**src/rtl/jkde_pkg.sv**
```systemverilog
package jkde_pkg;

  localparam logic [3:0] KEY_LEN = 4'd11;

  localparam logic [1:0] PHASE_SPACE  = 2'd0;
  localparam logic [1:0] PHASE_SIGN   = 2'd1;
  localparam logic [1:0] PHASE_DIGITS = 2'd2;
  localparam logic [1:0] PHASE_BAD    = 2'd3;

  localparam logic [1:0] STATUS_SUCCESS = 2'd0;
  localparam logic [1:0] STATUS_FAIL    = 2'd1;
  localparam logic [1:0] STATUS_WAITING = 2'd2;

  // 2^64 = QUOT_2P64 * 1000 + REM_2P64; (2^64 - 1) / 1000 has the same quotient
  localparam logic [63:0] QUOT_2P64 = 64'd18446744073709551;
  localparam logic [9:0]  REM_2P64  = 10'd616;

  // value_quot/value_rem track value_accumulator as quot * 1000 + rem (quot mod 2^32)
  typedef struct packed {
    logic        text_ended;
    logic        in_token;
    logic [3:0]  key_position;
    logic        key_mismatch;
    logic        expect_value;
    logic [1:0]  value_phase;
    logic        value_negative;
    logic        value_saturated;
    logic [63:0] value_accumulator;
    logic [31:0] value_quot;
    logic [9:0]  value_rem;
    logic        number_found;
    logic [31:0] found_seconds;
    logic [2:0]  invalid_match_pos;
    logic [2:0]  fail_match_pos;
    logic        error_word_seen;
  } jkde_state_t;

  localparam jkde_state_t STATE_RESET = '0;

  function automatic logic [7:0] key_char(input logic [3:0] pos);
    case (pos)
      4'd0:    key_char = "s";
      4'd1:    key_char = "e";
      4'd2:    key_char = "r";
      4'd3:    key_char = "v";
      4'd4:    key_char = "e";
      4'd5:    key_char = "r";
      4'd6:    key_char = "_";
      4'd7:    key_char = "t";
      4'd8:    key_char = "i";
      4'd9:    key_char = "m";
      4'd10:   key_char = "e";
      default: key_char = 8'h00;
    endcase
  endfunction

  function automatic logic [7:0] invalid_char(input logic [2:0] pos);
    case (pos)
      3'd0:    invalid_char = "i";
      3'd1:    invalid_char = "n";
      3'd2:    invalid_char = "v";
      3'd3:    invalid_char = "a";
      3'd4:    invalid_char = "l";
      3'd5:    invalid_char = "i";
      3'd6:    invalid_char = "d";
      default: invalid_char = 8'h00;
    endcase
  endfunction

  function automatic logic [7:0] fail_char(input logic [2:0] pos);
    case (pos)
      3'd0:    fail_char = "f";
      3'd1:    fail_char = "a";
      3'd2:    fail_char = "i";
      3'd3:    fail_char = "l";
      default: fail_char = 8'h00;
    endcase
  endfunction

  function automatic logic is_delim(input logic [7:0] c);
    is_delim = (c == "{") || (c == "}") || (c == ",") || (c == "[") || (c == "]") ||
               (c == "/") || (c == " ") || (c == "+") || (c == 8'h22) || (c == ":");
  endfunction

  function automatic logic is_space(input logic [7:0] c);
    is_space = (c == 8'h09) || (c == 8'h0a) || (c == 8'h0b) || (c == 8'h0c) ||
               (c == 8'h0d) || (c == 8'h20);
  endfunction

  function automatic logic [3:0] div1000(input logic [13:0] t);
    if (t >= 14'd9000)      div1000 = 4'd9;
    else if (t >= 14'd8000) div1000 = 4'd8;
    else if (t >= 14'd7000) div1000 = 4'd7;
    else if (t >= 14'd6000) div1000 = 4'd6;
    else if (t >= 14'd5000) div1000 = 4'd5;
    else if (t >= 14'd4000) div1000 = 4'd4;
    else if (t >= 14'd3000) div1000 = 4'd3;
    else if (t >= 14'd2000) div1000 = 4'd2;
    else if (t >= 14'd1000) div1000 = 4'd1;
    else                    div1000 = 4'd0;
  endfunction

  function automatic logic [13:0] mul1000(input logic [3:0] q);
    case (q)
      4'd1:    mul1000 = 14'd1000;
      4'd2:    mul1000 = 14'd2000;
      4'd3:    mul1000 = 14'd3000;
      4'd4:    mul1000 = 14'd4000;
      4'd5:    mul1000 = 14'd5000;
      4'd6:    mul1000 = 14'd6000;
      4'd7:    mul1000 = 14'd7000;
      4'd8:    mul1000 = 14'd8000;
      4'd9:    mul1000 = 14'd9000;
      default: mul1000 = 14'd0;
    endcase
  endfunction

  // quotient of the signed/saturated value by 1000, low 32 bits
  function automatic logic [31:0] value_seconds(input jkde_state_t s);
    logic [31:0] borrow;
    borrow = {31'd0, (s.value_rem > REM_2P64)};
    if (s.value_saturated)
      value_seconds = QUOT_2P64[31:0];
    else if (s.value_negative) begin
      if (s.value_accumulator == 64'd0)
        value_seconds = 32'd0;
      else
        value_seconds = QUOT_2P64[31:0] - s.value_quot - borrow;
    end else
      value_seconds = s.value_quot;
  endfunction

  function automatic jkde_state_t end_token(input jkde_state_t s);
    jkde_state_t r;
    r = s;
    if (s.in_token) begin
      r.in_token = 1'b0;
      if (!s.number_found) begin
        if (s.expect_value) begin
          r.expect_value = 1'b0;
          if (s.value_phase == PHASE_DIGITS) begin
            r.found_seconds = value_seconds(s);
            r.number_found  = 1'b1;
          end
        end else if (!s.key_mismatch && s.key_position == KEY_LEN) begin
          r.expect_value = 1'b1;
        end
      end
    end
    return r;
  endfunction

  function automatic jkde_state_t token_byte(input jkde_state_t s, input logic [7:0] c);
    jkde_state_t r;
    logic [3:0]  d;
    logic [67:0] wide;
    logic [13:0] t;
    logic [3:0]  qd;
    logic [13:0] rem_wide;
    r = s;
    d = c[3:0];
    if (!r.in_token) begin
      r.in_token          = 1'b1;
      r.key_position      = 4'd0;
      r.key_mismatch      = 1'b0;
      r.value_phase       = PHASE_SPACE;
      r.value_negative    = 1'b0;
      r.value_saturated   = 1'b0;
      r.value_accumulator = 64'd0;
      r.value_quot        = 32'd0;
      r.value_rem         = 10'd0;
    end
    wide = {1'b0, r.value_accumulator, 3'b000} + {3'b000, r.value_accumulator, 1'b0} +
           {64'd0, d};
    t = {1'b0, r.value_rem, 3'b000} + {3'b000, r.value_rem, 1'b0} + {10'd0, d};
    qd = div1000(t);
    rem_wide = t - mul1000(qd);
    if (!r.number_found) begin
      if (r.expect_value) begin
        if (c >= "0" && c <= "9") begin
          if (r.value_phase != PHASE_BAD) begin
            r.value_phase = PHASE_DIGITS;
            if (!r.value_saturated) begin
              if (wide[67:64] != 4'd0)
                r.value_saturated = 1'b1;
              else begin
                r.value_accumulator = wide[63:0];
                r.value_quot = {r.value_quot[28:0], 3'b000} + {r.value_quot[30:0], 1'b0} +
                               {28'd0, qd};
                r.value_rem  = rem_wide[9:0];
              end
            end
          end
        end else if (r.value_phase == PHASE_SPACE && is_space(c)) begin
          r.value_phase = PHASE_SPACE;
        end else if (r.value_phase == PHASE_SPACE && c == "-") begin
          r.value_negative = 1'b1;
          r.value_phase    = PHASE_SIGN;
        end else begin
          r.value_phase = PHASE_BAD;
        end
      end else begin
        if (r.key_position < KEY_LEN && key_char(r.key_position) == c)
          r.key_position = r.key_position + 4'd1;
        else
          r.key_mismatch = 1'b1;
      end
    end
    return r;
  endfunction

  function automatic jkde_state_t text_byte(input jkde_state_t s, input logic [7:0] c);
    jkde_state_t r;
    logic [2:0]  p;
    r = s;
    // substring matchers; "invalid" can restart on "i" or on "in" after "invali"
    if (invalid_char(s.invalid_match_pos) == c)
      p = s.invalid_match_pos + 3'd1;
    else if (s.invalid_match_pos == 3'd6 && c == "n")
      p = 3'd2;
    else if (c == "i")
      p = 3'd1;
    else
      p = 3'd0;
    if (p == 3'd7) begin
      r.error_word_seen = 1'b1;
      p = 3'd0;
    end
    r.invalid_match_pos = p;
    if (fail_char(s.fail_match_pos) == c)
      p = s.fail_match_pos + 3'd1;
    else if (c == "f")
      p = 3'd1;
    else
      p = 3'd0;
    if (p == 3'd4) begin
      r.error_word_seen = 1'b1;
      p = 3'd0;
    end
    r.fail_match_pos = p;
    if (is_delim(c))
      r = end_token(r);
    else
      r = token_byte(r, c);
    return r;
  endfunction

endpackage

```
**src/rtl/jkde_in_if.sv**
```systemverilog
interface jkde_in_if;
  logic       valid;
  logic       ready;
  logic [7:0] data_byte;
  logic       last_byte;

  modport source (output valid, output data_byte, output last_byte, input ready);
  modport sink (input valid, input data_byte, input last_byte, output ready);
endinterface

```
**src/rtl/jkde_out_if.sv**
```systemverilog
interface jkde_out_if;
  logic        valid;
  logic        ready;
  logic [1:0]  status;
  logic [31:0] seconds;

  modport source (output valid, output status, output seconds, input ready);
  modport sink (input valid, input status, input seconds, output ready);
endinterface

```
**src/rtl/json_key_decimal_extractor.sv**
```systemverilog
// The result is registered: it is valid in the cycle after the final byte is accepted.
// Throughput: one byte per cycle when not stalled; every byte is parsed in the cycle it is accepted.
// While a result waits in the output register the input stalls; a result taken in the
// same cycle lets the next byte in without a gap.
// Reset (synchronous, active high) clears the parser state and the output valid flag.
// After each final byte the parser returns to its reset state for the next reply.
module json_key_decimal_extractor
  import jkde_pkg::*;
(
  input  logic       clk,
  input  logic       rst,
  jkde_in_if.sink    din,
  jkde_out_if.source dout
);

  jkde_state_t st;
  jkde_state_t st_next;
  jkde_state_t after_byte;
  jkde_state_t after_last;

  logic        out_valid;
  logic [1:0]  out_status;
  logic [31:0] out_seconds;
  logic        accept;
  logic [1:0]  status_next;
  logic [31:0] seconds_next;

  assign din.ready = !out_valid || dout.ready;
  assign accept    = din.valid && din.ready;

  always_comb begin
    after_byte = st;
    if (!st.text_ended) begin
      if (din.data_byte == 8'h00) begin
        after_byte.text_ended = 1'b1;
        after_byte = end_token(after_byte);
      end else begin
        after_byte = text_byte(st, din.data_byte);
      end
    end
    // the final byte closes the text and any open token
    after_last = after_byte;
    if (!after_byte.text_ended) begin
      after_last.text_ended = 1'b1;
      after_last = end_token(after_last);
    end
    if (after_last.error_word_seen) begin
      status_next  = STATUS_FAIL;
      seconds_next = 32'd0;
    end else if (after_last.number_found) begin
      status_next  = STATUS_SUCCESS;
      seconds_next = after_last.found_seconds;
    end else begin
      status_next  = STATUS_WAITING;
      seconds_next = 32'd0;
    end
    if (!accept)
      st_next = st;
    else if (din.last_byte)
      st_next = STATE_RESET;
    else
      st_next = after_byte;
  end

  always_ff @(posedge clk) begin
    if (rst) begin
      st        <= STATE_RESET;
      out_valid <= 1'b0;
    end else begin
      st <= st_next;
      if (accept && din.last_byte)
        out_valid <= 1'b1;
      else if (dout.ready)
        out_valid <= 1'b0;
    end
  end

  always_ff @(posedge clk) begin
    if (accept && din.last_byte) begin
      out_status  <= status_next;
      out_seconds <= seconds_next;
    end
  end

  assign dout.valid   = out_valid;
  assign dout.status  = out_status;
  assign dout.seconds = out_seconds;

  a_last_gives_result: assert property (@(posedge clk) disable iff (rst)
    accept && din.last_byte |=> dout.valid)
    else $error("final byte did not produce a result");

  a_reply_restart: assert property (@(posedge clk) disable iff (rst)
    accept && din.last_byte |=> !st.in_token && !st.text_ended && !st.number_found &&
                               !st.error_word_seen)
    else $error("parser not back at reset after final byte");

  a_seconds_zero: assert property (@(posedge clk) disable iff (rst)
    dout.valid && dout.status != STATUS_SUCCESS |-> dout.seconds == 32'd0)
    else $error("seconds nonzero on a non-success result");

  a_found_no_expect: assert property (@(posedge clk) disable iff (rst)
    st.number_found |-> !st.expect_value)
    else $error("still expecting a value after a number was latched");

endmodule
```
**src/flat_wrapper.sv**
```systemverilog
// flat-port wrapper written by rule: the top's interface ports become plain ports
module json_key_decimal_extractor_flat import jkde_pkg::*;
  (clk, rst, din_valid, din_data_byte, din_last_byte, din_ready, dout_valid, dout_status, dout_seconds, dout_ready);
  jkde_in_if din_i ();
  jkde_out_if dout_i ();
  input  logic clk;
  input  logic rst;
  input wire logic [$bits(din_i.valid)-1:0] din_valid;
  input wire logic [$bits(din_i.data_byte)-1:0] din_data_byte;
  input wire logic [$bits(din_i.last_byte)-1:0] din_last_byte;
  output wire logic [$bits(din_i.ready)-1:0] din_ready;
  output wire logic [$bits(dout_i.valid)-1:0] dout_valid;
  output wire logic [$bits(dout_i.status)-1:0] dout_status;
  output wire logic [$bits(dout_i.seconds)-1:0] dout_seconds;
  input wire logic [$bits(dout_i.ready)-1:0] dout_ready;
  assign din_i.valid = din_valid;
  assign din_i.data_byte = din_data_byte;
  assign din_i.last_byte = din_last_byte;
  assign din_ready = din_i.ready;
  assign dout_valid = dout_i.valid;
  assign dout_status = dout_i.status;
  assign dout_seconds = dout_i.seconds;
  assign dout_i.ready = dout_ready;
  json_key_decimal_extractor u_core (.clk(clk), .rst(rst), .din(din_i), .dout(dout_i));
endmodule
```
**config.mk**
```make
export PLATFORM = sky130hd
export DESIGN_NAME = json_key_decimal_extractor_flat
export DESIGN_NICKNAME = d
export VERILOG_FILES = /design/src/rtl/jkde_pkg.sv /design/src/rtl/jkde_in_if.sv /design/src/rtl/jkde_out_if.sv /design/src/rtl/json_key_decimal_extractor.sv /design/src/flat_wrapper.sv
export SDC_FILE = /design/constraint.sdc
export NUM_CORES = 1
export LEC_CHECK = 0
export BUFFER_PORTS_ARGS = -buffer_cell sky130_fd_sc_hd__buf_2
export CAP_MARGIN = 20
export CORE_MARGIN = 2
export CORE_UTILIZATION = 42
export DETAILED_ROUTE_END_ITERATION = 6
export GPL_ROUTABILITY_DRIVEN = 0
export MAX_ROUTING_LAYER = met4
export PLACE_DENSITY_LB_ADDON = 0.12
export RECOVER_POWER = 100
export SETUP_SLACK_MARGIN = 0.15
export SKIP_LAST_GASP = 1
export SYNTH_ARGS = -nofsm -noshare
export SYNTH_HDL_FRONTEND = slang
export SYNTH_SLANG_ARGS = --single-unit
```
**constraint.sdc**
```tcl
create_clock -name clk -period 16.3 [get_ports clk]
set_clock_uncertainty 0.05 [all_clocks]
set_input_delay 4.89 -clock clk [delete_from_list [all_inputs] [get_ports clk]]
set_output_delay 4.89 -clock clk [all_outputs]
set_load 0.05 [all_outputs]
```
# == Word-level counts from Yosys, hierarchy flattened ==
# Memories as Yosys holds them, arrays and structs flattened.
# Cells that the tools add are included.
# W data, S select, Z words.
# classes
add_sub_neg,14
order_cmp,14
eq_ne,37
muxes,91
bitwise_logic,1
n_reduce_logical,35
# op_table
operator,n
$mux W110,6
$mux W158,3
$mux W107,3
$mux W33,8
$mux W32,6
$mux W157,1
$logic_not A64 Y1,2
$mux W106,1
$mux W8,9
$add A67 B65 Y68,1
$add A68 B4 Y68,1
$sub A31 B32 Y32 const A,2
$sub A32 B1 Y32,2
$eq A8 B6 Y1 const B,7
$eq A8 B7 Y1 const B,7
$ge A14 B13 Y1 const B,4
$mux W4,12
$pmux W7 S6,1
$eq A8 B4 Y1 const B,5
$mux W40,1
$add A32 B32 Y32,1
$add A32 B4 Y32,1
$mux W10,3
$ge A14 B12 Y1 const B,2
35 further kinds,103
# word_totals
reg_bits,193
romBits,288
input_bits,13
output_inout_bits,36
mem_count,2
# memory_table
memory,words,word_bits,read_ports,rd_ports_with_merged_regs,write_ports,line_no,rtl
(name not given),16,11,1,0,0,jkde_pkg.sv:104,case (q)
(name not given),16,7,1,0,0,jkde_pkg.sv:41,case (pos)

# == Logic depth before layout (Yosys ltp) ==
# Gate-level depths: netlist of the first run.
# An unclocked memory read counts as a cell.
# logic_depth
depth_word,54
mapped_depth,59
ltp_nobuf,53

# == Least setup slack after synthesis of the first run ==
# OpenSTA, ideal clock, no wires.
# synth_timing
path_type,input-to-reg
start,in din_data_byte[1]
end,"reg u_core.out_seconds[30], in the netlist u_core.dout.seconds[30] (data pin)"
arrival_ns,13.220
t_required_ns,16.043
setup_slack_ns,2.823
stages,52
path_cell_list,clkbuf_1 > buf_1 > and3_1 > ha_1 > fa_1 > a21oi_1 > nor2_1 > nor2_1 > o21bai_1 > a21oi_1 > o21bai_1 > a21oi_1 > o21bai_1 > a21oi_1 > xor2_1 > nor2b_1 > o21ai_0 > o21ai_0 > (+16 left out) > ha_1 > inv_1 > ha_1 > a21o_1 > a21oi_1 > inv_1 > a21oi_1 > nand4b_1 > nor4_1 > o31ai_1 > nand2_1 > a41oi_1 > o211ai_1 > a21boi_1 > o21ai_1 > a21bo_2 > a41oi_1 > a2111oi_0
# synth_via
elab_chain_len,38
elab_cells_between_ends,116
cone_classes,6 x add/sub; 12 x order compare; 24 x eq/ne; 50 x mux; 1 x bitwise; 22 x reduce/logical; 1 x memory
# synth_lines
item,line_no,rtl
"start, declared",flat_wrapper.sv:9,input wire logic [$bits(din_i.data_byte)-1:0] din_data_byte;
$add A14 B4 Y14,jkde_pkg.sv:175,"t = {1'b0, r.value_rem, 3'b000} + {3'b000, r.value_rem, 1'b0} + {10'd0, d};"
$ge A14 B10 Y1,jkde_pkg.sv:99,else if (t >= 14'd1000) div1000 = 4'd1;
$mux W1,jkde_pkg.sv:99,
$mux W4,jkde_pkg.sv:98,else if (t >= 14'd2000) div1000 = 4'd2;
$mux W4,jkde_pkg.sv:97,else if (t >= 14'd3000) div1000 = 4'd3;
$mux W4,jkde_pkg.sv:96,else if (t >= 14'd4000) div1000 = 4'd4;
$mux W4,jkde_pkg.sv:95,else if (t >= 14'd5000) div1000 = 4'd5;
$mux W4,jkde_pkg.sv:94,else if (t >= 14'd6000) div1000 = 4'd6;
(+22 left out),--,
$mux W32,jkde_pkg.sv:125,if (s.value_accumulator == 64'd0)
$mux W32,jkde_pkg.sv:124,else if (s.value_negative) begin
$mux W32,jkde_pkg.sv:122,if (s.value_saturated)
$mux W33,jkde_pkg.sv:141,if (s.value_phase == PHASE_DIGITS) begin
$mux W33,jkde_pkg.sv:139,if (s.expect_value) begin
$mux W33,jkde_pkg.sv:138,if (!s.number_found) begin
$mux W33,jkde_pkg.sv:136,if (s.in_token) begin
$mux W40 (*),json_key_decimal_extractor.sv:43,if (!after_byte.text_ended) begin
"end signal, assigned",json_key_decimal_extractor.sv:81,out_seconds <= seconds_next;
"end, declared",json_key_decimal_extractor.sv:23,logic [31:0] out_seconds;
# Every way passes the cells marked *; elsewhere a longest branch is shown, timed or not. The select of a mux whose other input is x is not followed.
# A chain may end at the register's enable or synchronous reset.

# == Worst setup path after layout of the first run ==
# layout_timing
start,in din_data_byte[3]
end,"reg u_core.out_seconds[30], in the netlist u_core.dout.seconds[30] (data pin)"
# Same word-level chain as after synthesis.

==> results of run 1 <==
## area by class of cell
type | instances | area [um^2]
Clock buffer | 18 | 439
Clock inverter | 14 | 144
Fill cell | 5191 | 27600
Inverter | 118 | 443
Multi-Input combinational cell | 2394 | 15900
Sequential cell | 193 | 4210
Tap cell | 672 | 841
Timing Repair Buffer | 81 | 399
## worst register-to-register path: cells and delay by family (launching register included)
family / cells / cell delay (ns)
DFF: 1 / 0.85
and+or+nand+nor: 8 / 3.37
AOI/OAI and AO/OA: 18 / 5.36
buffers and inverters: 3 / 0.19
xor gates and xnor gates: 1 / 0.26
adders and majority gates: 5 / 1.08
## metal layers
layer  share of wire [%]  vias up  global-route usage (%)
met4                 3.3        0                    10.4
li1                    -    10316                       -
met3                 6.0      141                    2.30
met1                  45    10284                    37.2
met5                   0        -                       -
met2                  46      825                    46.2
## cell families (layout without fill, tap and decap cells)
kind of cell | count (synthesis) | after routing | share of synthesized area (%)
flip-flops | 193 | 193 | 19.8
AO/OA/AOI/OAI | 917 | 917 | 28.1
XOR/XNOR | 145 | 145 | 5.99
AND/OR/NAND/NOR | 1033 | 1033 | 23.3
buffers and inverters | 275 | 231 | 5.06
adder cells (fa/ha/maj) | 284 | 284 | 17.0
multiplexers | 15 | 15 | 0.738
## cell usage after synthesis, types with 18 or more instances
master	number
buf_2	18
o21bai_1	25
o21ai_1	24
a22oi_1	111
nand3_1	69
nor3_1	52
nor2b_1	22
edfxtp_1	34
a221oi_1	33
ha_1	276
a211oi_1	21
a21o_1	53
nor2_1	362
xor2_1	51
nand2_1	237
clkbuf_1	125
nand4_1	30
nor4_1	37
xnor2_1	94
a21oi_1	242
inv_1	117
and2_1	114
nand2b_1	24
o21ai_0	201
dfxtp_1	159
a31oi_1	21
o21a_1	18
## stage by stage
stage | setup slack (ns) | util, % | instances
after floorplan | 2.82 | - | 2862
after global placement | 1.72 | 44.0 | 3458
after detailed placement | 1.51 | 44.0 | 3458
after CTS | 1.98 | 45.1 | 3490
after global routing | 0.539 | 44.8 | 3490
final | 1.16 | 44.8 | 3490
## worst max-delay path by stage
| stage | from | endpoint | slack [ns] |
|---|---|---|---|
| finish | din_data_byte[3] | u_core.dout.seconds[30] | 1.16 |
| detailed placement | din_data_byte[2] | u_core.dout.seconds[30] | 1.51 |
| floorplan | din_data_byte[1] | u_core.dout.seconds[30] | 2.82 |
| global route | din_data_byte[3] | u_core.dout.seconds[30] | 0.54 |
| CTS | din_data_byte[2] | u_core.dout.seconds[30] | 1.98 |
| global placement | din_data_byte[2] | u_core.dout.seconds[30] | 1.72 |
## flip-flops by register name (all words and copies together), names as in the netlist
signal	flops
u_core.st	158
u_core.dout.seconds	32
u_core.dout.status	2
u_core.dout.valid	1
## where the power goes
part           internal, mW  total [mW]  leakage, nW  switching [mW]
clock                 0.221       0.444        0.288           0.223
sequential            0.488       0.493         1.58         0.00434
combinational        0.0121      0.0862         7.07          0.0741
total                 0.721        1.02         8.94           0.302
==> impl_metrics.py, run 1 <==
metrics = {
    "status": {
        "violations": "max-capacitance violations, max-slew violations",
        "status": "complete, but fails checks",
    },
    "synth": {
        "syn_area_um2": 21200,
        "ys_ff_latch": 193,
        "synth_edf_count": 34,
        "syn_nets": 3159,
        "ys_seq_area_share_pct": 19.8,
        "async_flop_share_pct": 0,
        "yosys.area.top_type_share_pct": 16.3,
        "yosys_warnings": 0,
        "yosysUniqueCellTypes": 96,
        "synth_area_leader_cell": "ha_1",
        "syn_area_per_cell_um2": 7.41,
        "synth_area_leaders": "ha_1, dfxtp_1, nor2_1, a21oi_1, edfxtp_1",
        "netlist_instances": 2862,
        "synth_ff_type": "dfxtp_1",
    },
    "sta": {
        "finalSetupTns_ns": 0,
        "whs_ns": 0.444,
        "finalCritPeriodShare_pct": 92.9,
        "rsz0062_at_grt": "no",
        "max_freq_mhz": 66.0,
        "hold_viol_final": 0,
        "slew_headroom_pct": -180,
        "fin_crit_ns": 15.14,
        "tightest_slew_ns": 4.20,
        "maxSlewViolCount": 224,
        "setup_viol": 0,
    },
    "clocking": {
        "cts_resized": 0,
        "cts-root-buf": "clkbuf_16",
        "numCtsBuffers": 17,
        "cts_tree": "yes",
        "clock_latency_ns": 0.48,
        "post_cts_buffers": 0,
        "cts_hold_buf": 0,
        "htreeDepth": 4,
        "clock_sinks": 193,
        "clkTransAtPathRegs_ns": 0.07,
        "cts.path.max_buffers": 2,
    },
    "setup_path": {
        "crit_path_end_kind": "register",
        "critical_path_depth": 34,
        "rr_startpoint": "u_core.st[156]",
        "r2r_setup_slack_ns": 4.93,
        "critPathKind": "in -> reg",
        "max_stage_delay_ns": 1.03,
        "cp_top_family": "compound AO/OA/AOI/OAI gates",
        "path_buf_inv": 4,
        "cp-start-kind": "input port",
        "critPathSlowestCell": "or4_1",
        "cp.arrival_ns": 15.35,
        "critPathMaxFanout": 25,
        "r2r_end": "u_core.dout.seconds[30]",
        "ff2ff_path_depth": 35,
        "crit_required_ns": 16.51,
    },
    "floorplanning": {
        "die_w_um": 229,
        "die_h_um": 229,
        "initial_core_util_pct": 42.4,
        "dieArea_um2": 52300,
        "rows": 82,
        "io_pins": 49,
        "core-area_um2": 50000,
    },
    "power_and_ir_drop": {
        "peakVddDrop_mv": 0.0649,
        "power.density_nw_per_um2": 45.7,
        "p_leak_nw": 8.94,
        "total_power_mw": 1.02,
    },
    "global_route": {
        "grt_pass1_vias": 20619,
        "grt.overflow.total": 0,
        "grt_max_degree": 82,
        "grt_pass1_wl_um": 116000,
        "grt_usage_pct": 28.5,
        "antenna_found_initial": 0,
    },
    "route": {
        "drtPass1Iterations": 6,
        "drt-initial-drc-count": 2047,
        "via_count": 21566,
        "routed_wl_um": 73800,
        "wire_per_inst_um": 21.2,
        "drc_errors": 0,
        "ant_nets": 0,
        "vias_per_cell": 6.18,
    },
    "cells_and_area": {
        "final_cell_mix": "nor2_1, ha_1, a21oi_1",
        "areaGrowthSynthToFinish_pct": 5.61,
        "mostFrequentLayoutCell": "nor2_1",
        "num_antenna_cells": 0,
        "final_nets": 3102,
        "fin_area_um2": 22400,
        "drive_gt1_share_pct": 3.87,
    },
    "worst_hold_path": {
        "hp-start": "u_core.st[13]",
        "hold_depth": 2,
        "min_to": "u_core.st[13]",
        "hp-class": "reg -> reg",
    },
    "placement": {
        "port_buffers": 48,
        "dpl.hpwl_um": 55200,
        "place_area_um2": 22000,
    },
    "flow_run": {
        "cap_viol_max_count": 4,
    },
}
Power figures use the tool's default switching activity.
==> run 2, diff against run 1 <==
- GPL_TIMING_DRIVEN: unset -> 0
==> run 2 against run 1 <==
- critical path depth is 15 higher
- via count increased by 5.6%
- final area up 2.3%
- total power rose by 5.3%
- the flow still finishes with violations (max-capacitance violations, max-slew violations)
- clock-buffer cell count grew 1
- utilization is 1.0 points higher
- largest power group unchanged
- cell count increased by 3.8%
- first-iteration DRC count grew 12%
- routed wire length is 14% higher
- sequential share of layout area decreased by 0.44 points
- flip-flop and latch count stayed put
- setup slack worse by 0.60 ns
==> impl_metrics.py, run 2 (synthesis results as in run 1) <==
metrics = {
    "status": {
        "status": "complete, but fails checks",
        "violations": "max-capacitance violations, max-slew violations",
    },
    "setup_path": {
        "cpMostUsedCell": "clkbuf_1",
        "r2r_setup_slack_ns": 0.56,
        "ff2ff_path_depth": 49,
        "rr_startpoint": "u_core.st[156]",
        "crit_path_end_kind": "register",
        "crit_required_ns": 16.46,
        "path_buf_inv": 16,
        "cp-start-kind": "register",
        "critPathKind": "reg -> reg",
        "r2r_end": "u_core.dout.seconds[30]",
        "critPathMaxFanout": 10,
        "startpoint": "u_core.st[156]",
        "cp_top_family": "buffers and inverters",
        "cp.arrival_ns": 15.90,
        "critPathSlowestCell": "clkbuf_1",
        "max_stage_delay_ns": 0.77,
    },
    "sta": {
        "tightest_slew_ns": 1.80,
        "maxSlewViolCount": 9,
        "finalSetupTns_ns": 0,
        "max_freq_mhz": 63.5,
        "fin_crit_ns": 15.74,
        "finalCritPeriodShare_pct": 96.6,
        "setup_viol": 0,
        "hold_viol_final": 0,
        "slew_headroom_pct": -20.9,
        "rsz0062_at_grt": "no",
    },
    "clocking": {
        "numCtsBuffers": 17,
        "clock_latency_ns": 0.48,
        "clock_sinks": 193,
        "htreeDepth": 4,
        "cts-root-buf": "clkbuf_16",
        "cts_tree": "yes",
        "clkTransAtPathRegs_ns": 0.07,
        "cts.path.max_buffers": 2,
    },
    "worst_hold_path": {
        "hp-class": "reg -> reg",
        "hp-start": "u_core.st[15]",
        "min_to": "u_core.st[15]",
        "hold_depth": 2,
    },
    "placement": {
        "port_buffers": 47,
        "place_inst": 3589,
        "dpl.hpwl_um": 67100,
    },
    "cells_and_area": {
        "multi_input_area_um2": 15900,
        "final_nets": 3234,
        "drive_gt1_share_pct": 3.63,
        "largest_reg_flops": 158,
        "mostFrequentLayoutCell": "nor2_1",
        "areaGrowthSynthToFinish_pct": 8.05,
        "layoutNonFillerInstCount": 3623,
        "largest_register": "u_core.st",
        "seq_area_um2": 4200,
        "finish.utilization_pct": 45.9,
        "fillers": 5151,
        "final_cell_mix": "nor2_1, ha_1, a21oi_1",
    },
    "global_route": {
        "grt_pass1_wl_um": 128000,
        "grt_usage_pct": 32.4,
        "grt_max_degree": 28,
        "grt.overflow.total": 0,
        "grt_pass1_vias": 21672,
        "antenna_found_initial": 1,
    },
    "route": {
        "vias_per_cell": 6.28,
        "drtPass1Iterations": 7,
        "routed_wl_um": 84400,
        "via_count": 22767,
        "ant_nets": 0,
        "wire_per_inst_um": 23.3,
        "drc_errors": 0,
        "drt-initial-drc-count": 2298,
    },
    "flow_run": {
        "cap_viol_max_count": 1,
    },
    "floorplanning": {
        "core-area_um2": 50000,
        "rows": 82,
        "dieArea_um2": 52300,
        "die_h_um": 229,
        "io_pins": 49,
        "initial_core_util_pct": 42.4,
        "die_w_um": 229,
    },
    "power_and_ir_drop": {
        "internal_power_mw": 0.776,
        "comb_power_share_pct": 9.9,
        "power_frac_clock_pct": 44.6,
        "power.density_nw_per_um2": 47.0,
        "p_leak_nw": 9.14,
        "p_sw_share_pct": 28.0,
        "p_switching_mw": 0.301,
        "pwr-share-seq_pct": 45.4,
        "peakVddDrop_mv": 0.0648,
    },
}
[run 2: changes by cell type in the layout (fill, tap and decap cells not counted), moves of 2 or more]
cell,before,now
clkbuf_1,49,173
nor4_1,35,38
nor4_2,4,1
buf_4,22,2
buf_6,0,2
inv_8,5,0
buf_1,0,6
clkbuf_2,0,6
bufinv_16,1,5
buf_2,10,26
[run 2: per-layer routing]
metal	vias to the layer above	share of wire [%]	track usage (%)
met5	-	0	-
met4	0	5.5	15.9
met3	236	8.9	5.15
met2	1154	45	51.1
met1	10783	41	40.3
li1	10594	-	-
[run 2: what timing repair did]
action / CTS / global route
setup endpoints to repair: 0 / 10
gates resized for setup: 0 / 13
setup buffers: 0 / 0
hold buffers: 0 / 0
[run 2: worst max path at each step]
stage / cells past startpoint / endpoint / slack, ns
after global routing: 53 / u_core.dout.seconds[30] / 0.11
after floorplan: 52 / u_core.dout.seconds[30] / 2.82
after detailed placement: 49 / u_core.dout.seconds[30] / 0.26
after CTS: 49 / u_core.dout.seconds[30] / 0.20
after global placement: 48 / u_core.dout.seconds[30] / 0.44
final: 49 / u_core.dout.seconds[30] / 0.56
[run 2: worst reg2reg max path, delay by kind of cell, from the launching register on]
kind / cells / cell delay (ns)
xor+xnor: 1 / 0.41
fa+ha+maj: 5 / 1.04
simple gates: 7 / 1.43
compound gates: 20 / 4.90
buf+inv: 16 / 7.22
flops: 1 / 0.46
[run 2: power groups by stage]
stage               registers, mW  clock network [mW]  logic, mW
floorplan                   0.515                   0     0.0427
global placement            0.501                   0      0.103
detailed placement          0.500                   0      0.105
global route                0.490               0.499      0.109
CTS                         0.489               0.482      0.105
finish                      0.490               0.481      0.107
[run 2: per-stage QoR]
step	setup slack [ns]	total power, mW	hold slack (ns)	area [um^2]
2_1_floorplan	2.82	0.557	0.399	21200
6_report	0.556	1.08	0.444	22900
5_1_grt	0.108	1.10	0.475	22900
3_5_place_dp	0.262	0.605	0.426	22400
3_3_place_gp	0.435	0.604	0.413	22300
4_1_cts	0.199	1.08	0.445	23000
[run 2: area by class of cell]
| class | count | area share [%] |
|---|---|---|
| Antenna cell | 1 | 0.0109 |
| Buffer | 157 | 2.76 |
| Clock buffer | 19 | 1.89 |
| Clock inverter | 13 | 0.906 |
| Inverter | 118 | 1.93 |
| Multi-Input combinational cell | 2394 | 69.5 |
| Sequential cell | 193 | 18.3 |
| Tap cell | 672 | 3.67 |
| Timing Repair Buffer | 56 | 0.999 |
